--- src/hw/rtl/iirdf2_pkg.sv ---
`default_nettype none
package iirdf2_pkg;

   // Q16.16 sample and coefficient width
   localparam int unsigned DATA_W = 32;
   // Accumulator holds up to three saturated terms exactly
   localparam int unsigned ACC_W = 36;
   // Preset ratio divider: dividend (2*|sum a|<<16 + |sum b|) and divisor (2*|sum b|)
   localparam int unsigned DIV_NUM_W = 51;
   localparam int unsigned DIV_DEN_W = 35;
   localparam int unsigned DIV_CNT_W = 6;
   // Coefficient sums
   localparam int unsigned SUM_W = 34;

   // Configuration register indexes
   localparam logic [2:0] REG_TAP_COUNT = 3'd0;
   localparam logic [2:0] REG_COEF_A0   = 3'd1;
   localparam logic [2:0] REG_RECIP_A0  = 3'd2;
   localparam logic [2:0] REG_COEF_A1   = 3'd3;
   localparam logic [2:0] REG_COEF_A2   = 3'd4;
   localparam logic [2:0] REG_COEF_B0   = 3'd5;
   localparam logic [2:0] REG_COEF_B1   = 3'd6;
   localparam logic [2:0] REG_COEF_B2   = 3'd7;

   // Input item kinds
   localparam logic ACT_SAMPLE = 1'b0;
   localparam logic ACT_PRESET = 1'b1;

   typedef enum logic [3:0] {
      ST_IDLE,
      ST_Y_MUL,
      ST_Y_ADD,
      ST_Y_SCALE,
      ST_Y_STORE,
      ST_P_SUM,
      ST_P_START,
      ST_P_DIV,
      ST_P_MUL,
      ST_P_STORE,
      ST_T_MULB,
      ST_T_MULA,
      ST_T_SUB,
      ST_FIN
   } state_type;

   // Saturate a wide signed value to 32 bits
   function automatic logic signed [DATA_W-1:0] sat32(input logic signed [ACC_W-1:0] v);
      logic signed [ACC_W-1:0] hi;
      logic signed [ACC_W-1:0] lo;
      hi = ACC_W'(signed'(32'sh7FFF_FFFF));
      lo = ACC_W'(signed'(32'sh8000_0000));
      if (v > hi) begin
         return 32'sh7FFF_FFFF;
      end else if (v < lo) begin
         return 32'sh8000_0000;
      end
      return v[DATA_W-1:0];
   endfunction

   // Round a raw Q32.32 product to Q16.16, ties upward, then saturate
   function automatic logic signed [DATA_W-1:0] qround(input logic signed [63:0] p);
      logic signed [63:0] t;
      logic signed [47:0] r;
      t = p + 64'sd32768;
      r = t[63:16];
      if (r > 48'sh0000_7FFF_FFFF) begin
         return 32'sh7FFF_FFFF;
      end else if (r < -48'sh0000_8000_0000) begin
         return 32'sh8000_0000;
      end
      return r[DATA_W-1:0];
   endfunction

endpackage
`default_nettype wire

--- src/hw/rtl/iirdf2_div.sv ---
`default_nettype none
// Restoring divider, one quotient bit per cycle
module iirdf2_div (
   input  wire logic                                clock,
   input  wire logic                                reset,
   input  wire logic                                start,
   input  wire logic [iirdf2_pkg::DIV_NUM_W-1:0]    dividend,
   input  wire logic [iirdf2_pkg::DIV_DEN_W-1:0]    divisor,
   output logic                                     done,
   output logic [iirdf2_pkg::DIV_NUM_W-1:0]         quotient
);

   logic [iirdf2_pkg::DIV_NUM_W-1:0] num_ff, num_in;
   logic [iirdf2_pkg::DIV_DEN_W-1:0] den_ff, den_in;
   logic [iirdf2_pkg::DIV_DEN_W-1:0] rem_ff, rem_in;
   logic [iirdf2_pkg::DIV_NUM_W-1:0] quo_ff, quo_in;
   logic [iirdf2_pkg::DIV_CNT_W-1:0] cnt_ff, cnt_in;
   logic                             busy_ff, busy_in;
   logic                             done_ff, done_in;
   logic [iirdf2_pkg::DIV_DEN_W:0]   trial;
   logic                             fits;

   // Shift the next dividend bit into the partial remainder
   assign trial = {rem_ff, num_ff[iirdf2_pkg::DIV_NUM_W-1]};
   assign fits  = trial >= {1'b0, den_ff};

   always_comb begin
      num_in  = num_ff;
      den_in  = den_ff;
      rem_in  = rem_ff;
      quo_in  = quo_ff;
      cnt_in  = cnt_ff;
      busy_in = busy_ff;
      done_in = 1'b0;
      if (start) begin
         num_in  = dividend;
         den_in  = divisor;
         rem_in  = '0;
         quo_in  = '0;
         cnt_in  = iirdf2_pkg::DIV_CNT_W'(iirdf2_pkg::DIV_NUM_W);
         busy_in = 1'b1;
      end else if (busy_ff) begin
         num_in = {num_ff[iirdf2_pkg::DIV_NUM_W-2:0], 1'b0};
         rem_in = fits ? iirdf2_pkg::DIV_DEN_W'(trial - {1'b0, den_ff})
                       : trial[iirdf2_pkg::DIV_DEN_W-1:0];
         quo_in = {quo_ff[iirdf2_pkg::DIV_NUM_W-2:0], fits};
         cnt_in = cnt_ff - 1'b1;
         if (cnt_ff == iirdf2_pkg::DIV_CNT_W'(1)) begin
            busy_in = 1'b0;
            done_in = 1'b1;
         end
      end
   end

   always_ff @(posedge clock) begin
      num_ff <= num_in;
      den_ff <= den_in;
      rem_ff <= rem_in;
      quo_ff <= quo_in;
      cnt_ff <= cnt_in;
      if (reset) begin
         busy_ff <= 1'b0;
         done_ff <= 1'b0;
      end else begin
         busy_ff <= busy_in;
         done_ff <= done_in;
      end
   end

   assign done     = done_ff;
   assign quotient = quo_ff;

endmodule
`default_nettype wire
--- config.mk ---
export PLATFORM = sky130hd
export DESIGN_NAME = iirdf2_div
export DESIGN_NICKNAME = d
export VERILOG_FILES = /design/src/hw/rtl/iirdf2_pkg.sv /design/src/hw/rtl/iirdf2_div.sv
export SDC_FILE = /design/constraint.sdc
export NUM_CORES = 1
export LEC_CHECK = 0
export BUFFER_PORTS_ARGS = -buffer_cell sky130_fd_sc_hd__buf_4
export CAP_MARGIN = 20
export CORE_AREA = 3 3 166 168
export DETAILED_ROUTE_END_ITERATION = 7
export DIE_AREA = 0 0 169 171
export PLACE_DENSITY_LB_ADDON = 0.15
export REMOVE_ABC_BUFFERS = 1
export SLEW_MARGIN = 20
export SYNTH_ARGS = -nofsm -noshare
export SYNTH_HDL_FRONTEND = slang
export SYNTH_SLANG_ARGS = --single-unit
--- constraint.sdc ---
create_clock -name clock -period 2.9 [get_ports clock]
set_clock_uncertainty 0.05 [all_clocks]
set_input_delay 0.29 -clock clock [delete_from_list [all_inputs] [get_ports clock]]
set_output_delay 0.29 -clock clock [all_outputs]
set_load 0.01 [all_outputs]
==> results.cfg, run 1 <==
[cts]
cts_tree = built
cts_buffers = 17
h-tree-depth = 4
path_clk_slew_ps = 80
clockBufferDepth = 2
clk_root_buffer_cell = clkbuf_16
clock_latency_ps = 440
cts_sinks = 180

[detailed_routing]
drc = 0
ant_nets = 0
top_layer_used = met4
drt_pass1_iterations = 4
wl_met1_um = 10400
vias = 6879
wl_um = 22400
routedWlPerCell_um = 16.0
drtIter0Drc = 272
route.met2.wl_um = 10300
via_per_inst = 4.90
met3_length_um = 1580

[worst_setup_path]
crit_buf_inv = 4
r2r_start = den_ff[24]$_DFFE_PP_
cp_cell_sequence = inv_1 > ha_1 > a21o_4 > a2111oi_4 > o21ai_1 > o21a_2 > a311oi_4 > buf_6 > nor2_4 > buf_12 > clkbuf_16 > mux2i_1 > a211oi_1
critPathKind = reg2reg
cpMaxStageDelayCell = edfxtp_1
crit_start = den_ff[24]$_DFFE_PP_
worst-path-max-fanout = 11
critPathCaptureType = register
required_ps = 3200
start_kind = register
cpLargestDelayFamily = compound AO/OA/AOI/OAI gates
cp.arrival_ps = 3070
cpPeakStageDelay_ps = 320

[place]
gp_congestion = 0.829
place_hpwl_um = 15800
post-place-ws_ps = 57.5
place_inst = 1330
port_buffers = 140

[flow_run]
maxCapViolations = 0

[final_layout]
fill_cells = 2544
utilization = 0.456
drive_gt1_frac = 0.282
area_delta_synth_final_pct = 30.7
diodes = 0
finalNetCount = 1183
fin_cells = 1404

[synthesis]
synth_area_um2 = 9080
ys_seq_area_frac = 0.491
yosys-top-cells-count = nor2_1, dfxtp_1, edfxtp_1
ys.flop_type = dfxtp_1
synth.most_common_cell = nor2_1
synth-seq-cells = 180
netlist.top_cell.by_area = edfxtp_1
async_flop_share = 0
synth.area.top_cells = edfxtp_1, dfxtp_1, mux2i_1
syn_inst = 853
synth.distinct_cells = 66
syn_area_per_cell_um2 = 10.6
ys_warn_count = 0
synth.top_cell.area_share = 0.284
synth_edf_count = 86

[grt]
grt_pass1_wl_um = 35900
grt.total_usage = 0.154
grt_overflow = 0
grt_pass1_vias = 6871
grt_max_degree = 117
antenna_found_initial = 0

[pwr]
p_total_mw = 6.26
power_density_nw_per_um2 = 527
p_leak_nw = 4.96
ir_drop_v = 0.000294

[sta]
final_hold_viol_count = 0
tns_ps = 0
fin_crit_ps = 2770
slew_violations = 0
period_share = 0.955
rsz0062_at_grt = yes
setup_viol = 0
fin_ws_ps = 129
max-slew-margin-rel = 0.541
tightest_slew_ps = 686
fmax_mhz = 361

[floorplanning]
die-area_um2 = 28900
fp.coreArea_um2 = 26100
die_w_um = 169
initial_core_util = 0.349
die_y_um = 171
core.rowCount = 59
ioPinCount = 141

[worst_hold_path]
hp-class = in2reg
hold_start = dividend[0]

[outcome]
status = finished clean
## registers in the layout, indices dropped and copies added, names as in the netlist
name	flops
done	1
den_ff	35
quotient	51
cnt_ff	6
rem_ff	35
num_ff	51
busy_ff	1
## power by group
| part | total, mW | internal (mW) | switching, mW |
|---|---|---|---|
| logic | 1.05 | 0.511 | 0.537 |
| registers | 2.90 | 2.83 | 0.0664 |
| clock network | 2.31 | 1.16 | 1.15 |
| total | 6.26 | 4.51 | 1.75 |
## layout by cell type, fill, tap and decap left out, types with 5 or more instances in the layout
cell	n
buf_4	184
nor2_1	101
dfxtp_1	93
edfxtp_1	86
mux2i_1	70
mux2_2	50
nand2_1	50
inv_1	42
a21oi_1	36
ha_1	36
dlygate4sd3_1	36
o21ai_0	24
a211oi_1	18
clkbuf_16	18
xnor2_1	17
nand2b_1	14
nand3_1	12
xor2_1	12
a21o_1	11
nand4_1	10
nor3_1	8
and2_1	7
o21a_1	7
o21bai_1	6
a21oi_2	5
o21ai_1	5
and3_1	5
nor3b_1	5
inv_8	5
## final cells by class
type,count,area [µm²],share of cell area
inverter,43,161,0.0136
clock inverter,14,163,0.0137
multi-input combinational,586,4350,0.366
clock buffer,18,429,0.0361
tap,335,419,0.0353
timing repair buffer,228,1880,0.159
sequential,180,4470,0.376
## worst register-to-register path: cells and delay by family, from the launching register on
| kind | cells | cell delay [ps] |
|---|---|---|
| buffers and inverters | 4 | 500 |
| AO/OA/AOI/OAI | 6 | 1310 |
| multiplexers | 1 | 130 |
| adder cells (fa/ha/maj) | 1 | 320 |
| AND/OR/NAND/NOR | 1 | 40 |
| flip-flops | 1 | 320 |
## logic make-up after synthesis
| kind of cell | after synthesis | share of synthesized area |
|---|---|---|
| xor gates and xnor gates | 29 | 0.0280 |
| adders and majority gates | 38 | 0.0532 |
| and+or+nand+nor | 236 | 0.123 |
| muxes | 121 | 0.140 |
| AOI/OAI and AO/OA | 162 | 0.125 |
| DFF | 180 | 0.491 |
| buffers and inverters | 87 | 0.0397 |
## final timing paths
kind                             end  slack (ps)  cells past startpoint
min          num_ff[0]$_SDFFCE_PN0P_          80                      2
min reg2reg  rem_ff[27]$_SDFFE_PP0P_         440                      2
max          rem_ff[16]$_SDFFE_PP0P_         130                     13
max reg2reg  rem_ff[16]$_SDFFE_PP0P_         130                     13
## layer usage
layer  GRT usage  vias up
met5           0        -
met4      0.0342        0
met3      0.0612       15
met2       0.242      123
met1       0.202     3246
li1            -     3495
## per-stage QoR
stage	area, µm²	hold WS, ps
floorplan	8880	308
global placement	10700	394
finish	11900	77.9
global route	11900	65.9
CTS	11700	57.8
detailed placement	10700	409
## timing repair
action / 4_1_cts / 5_1_grt
gates resized for setup: 0 / 24
setup buffers: 0 / 5
hold endpoints to repair: 37 / 0
endpoints found under the setup margin: 0 / 33
hold buffers: 36 / 0
No activity file was read; power rests on OpenSTA's default activity.
==> run 2: changes to the inputs <==
--- a/config.mk
+++ b/config.mk
@@ -5,7 +5,7 @@
 export SDC_FILE = /design/constraint.sdc
 export NUM_CORES = 1
 export LEC_CHECK = 0
-export BUFFER_PORTS_ARGS = -buffer_cell sky130_fd_sc_hd__buf_4
+export BUFFER_PORTS_ARGS = -buffer_cell sky130_fd_sc_hd__buf_2
 export CAP_MARGIN = 20
 export CORE_AREA = 3 3 166 168
 export DETAILED_ROUTE_END_ITERATION = 7
==> run 2 against run 1 <==
Effect of this change: global-route usage grew 0.24 points; first-iteration DRC count grew 35%; die area is the same; count of clock-buffer cells in the layout is the same; final cell count grew 1.1%.
==> results.cfg, run 2 (same netlist as run 1, synthesis figures left out) <==
[detailed_routing]
drc = 0
vias = 6936
drt_pass1_iterations = 5
drtIter0Drc = 366
wl_um = 22500
via_per_inst = 4.88
routedWlPerCell_um = 15.9
ant_nets = 0

[worst_setup_path]
r2r.worst_path.cells = 14
cp.arrival_ps = 3050
start_kind = register
cpMaxStageDelayCell = edfxtp_1
r2r_start = den_ff[19]$_DFFE_PP_
cp_common_cell = buf_12
crit_start = den_ff[19]$_DFFE_PP_
crit_end = rem_ff[5]$_SDFFE_PP0P_
cpPeakStageDelay_ps = 370
cp_cell_sequence = inv_1 > ha_2 > a21oi_2 > o21ai_1 > a21oi_1 > buf_4 > nand4_1 > a311oi_4 > buf_6 > nor2_4 > buf_12 > buf_12 > mux2i_2 > a211oi_2
rr_endpoint = rem_ff[5]$_SDFFE_PP0P_
worst-path-max-fanout = 11
critPathCaptureType = register
critPathKind = reg2reg
required_ps = 3200
r2r_slack_ps = 160

[pwr]
power_density_nw_per_um2 = 535
p_leak_nw = 4.96
ir_drop_v = 0.000361
p_total_mw = 6.30

[final_layout]
finalNetCount = 1196
drive_gt1_frac = 0.312
fin_area_um2 = 11800
fill_cells = 2536
fin_cells = 1420
multi_input_area_um2 = 4480
area_delta_synth_final_pct = 29.5
final_cell_mix = buf_2, nor2_1, dfxtp_1
final_common_cell = buf_2
seq_area_um2 = 4470

[sta]
setup_viol = 0
final_hold_viol_count = 0
max-slew-margin-rel = 0.552
fmax_mhz = 364
whs_ps = 84.6
period_share = 0.946
tns_ps = 0
fin_crit_ps = 2740
slew_violations = 0
tightest_slew_ps = 666

[cts]
clock_latency_ps = 440
h-tree-depth = 4
clk_root_buffer_cell = clkbuf_16
path_clk_slew_ps = 80
cts_tree = built
cts_buffers = 17
cts_sinks = 180
clockBufferDepth = 2

[place]
gp_congestion = 0.829
place_hpwl_um = 15600
port_buffers = 140
placed_area_um2 = 10500
place_inst = 1342

[floorplanning]
die_w_um = 169
fp.coreArea_um2 = 26100
die-area_um2 = 28900
core.rowCount = 59
die_y_um = 171
initial_core_util = 0.349
ioPinCount = 141

[grt]
grt_pass1_vias = 7028
grt.total_usage = 0.156
grt_max_degree = 106
grt_pass1_wl_um = 36700
antenna_found_initial = 5
grt_overflow = 0

[outcome]
status = finished clean

[flow_run]
maxCapViolations = 0

[worst_hold_path]
hp-class = in2reg
==> run 2: cell types whose count changed in the layout (fill, tap and decap cells not counted), moves of 3 or more <==
cell / change
nand2_1: -3
buf_2: +139
a21oi_2: +4
ha_1: -5
ha_4: +5
diode_2: +3
a21oi_1: -5
buf_4: -127
==> run 2: metrics by stage <==
stage | utilization | setup slack [ps]
floorplan | - | -2360
global placement | 0.402 | 41.6
detailed placement | 0.402 | -16.8
CTS | 0.440 | 1.06
global route | 0.451 | -10.6
finish | 0.452 | 156
==> run 2: worst max-delay path: cells and delay by family, from the launching register on <==
kind	cells	cell delay (ps)
buffers and inverters	5	650
AOI/OAI and AO/OA	5	970
and+or+nand+nor	2	170
DFF	1	370
adders and majority gates	1	310
muxes	1	150
==> run 2: repair_timing <==
item | 4_1_cts | 5_1_grt
gates cloned | 1 | 0
hold buffers | 36 | 0
resized for setup | 2 | 48
hold endpoints to repair | 37 | 0
pin swaps | 3 | 14
endpoints found under the setup margin | 2 | 34
setup buffers | 0 | 6
==> run 2: per-layer routing <==
metal  vias up  GRT usage  part of all wire
met5         -          0            0.0011
met4         6     0.0296            0.0061
met3        13     0.0598             0.073
met2       133      0.249              0.46
met1      3263      0.206              0.46
li1       3521          -                 -
==> run 2: how the worst min path moves through the flow <==
stage                                        from  slack [ps]                      end  depth (start not counted)
after CTS                             dividend[0]          70  num_ff[0]$_SDFFCE_PN0P_                          2
after floorplan                             start         310  rem_ff[21]$_SDFFE_PP0P_                          1
after global routing                  dividend[0]          60  num_ff[0]$_SDFFCE_PN0P_                          2
after detailed placement  rem_ff[34]$_SDFFE_PP0P_         410  rem_ff[34]$_SDFFE_PP0P_                          1
final                                 dividend[0]          80  num_ff[0]$_SDFFCE_PN0P_                          2
after global placement    rem_ff[34]$_SDFFE_PP0P_         400  rem_ff[34]$_SDFFE_PP0P_                          1
==> run 2: area by class of cell <==
type / count / area share
Timing Repair Buffer: 241 / 0.139
Inverter: 43 / 0.0137
Antenna cell: 3 / 0.000638
Clock inverter: 14 / 0.0138
Tap cell: 335 / 0.0356
Multi-Input combinational cell: 586 / 0.381
Clock buffer: 18 / 0.0365
Sequential cell: 180 / 0.380
==> run 2: power by group <==
group	internal, mW	leakage, nW	switching (mW)
combinational	0.518	3.05	0.556
sequential	2.83	1.62	0.0660
clock	1.17	0.290	1.16
total	4.52	4.96	1.78
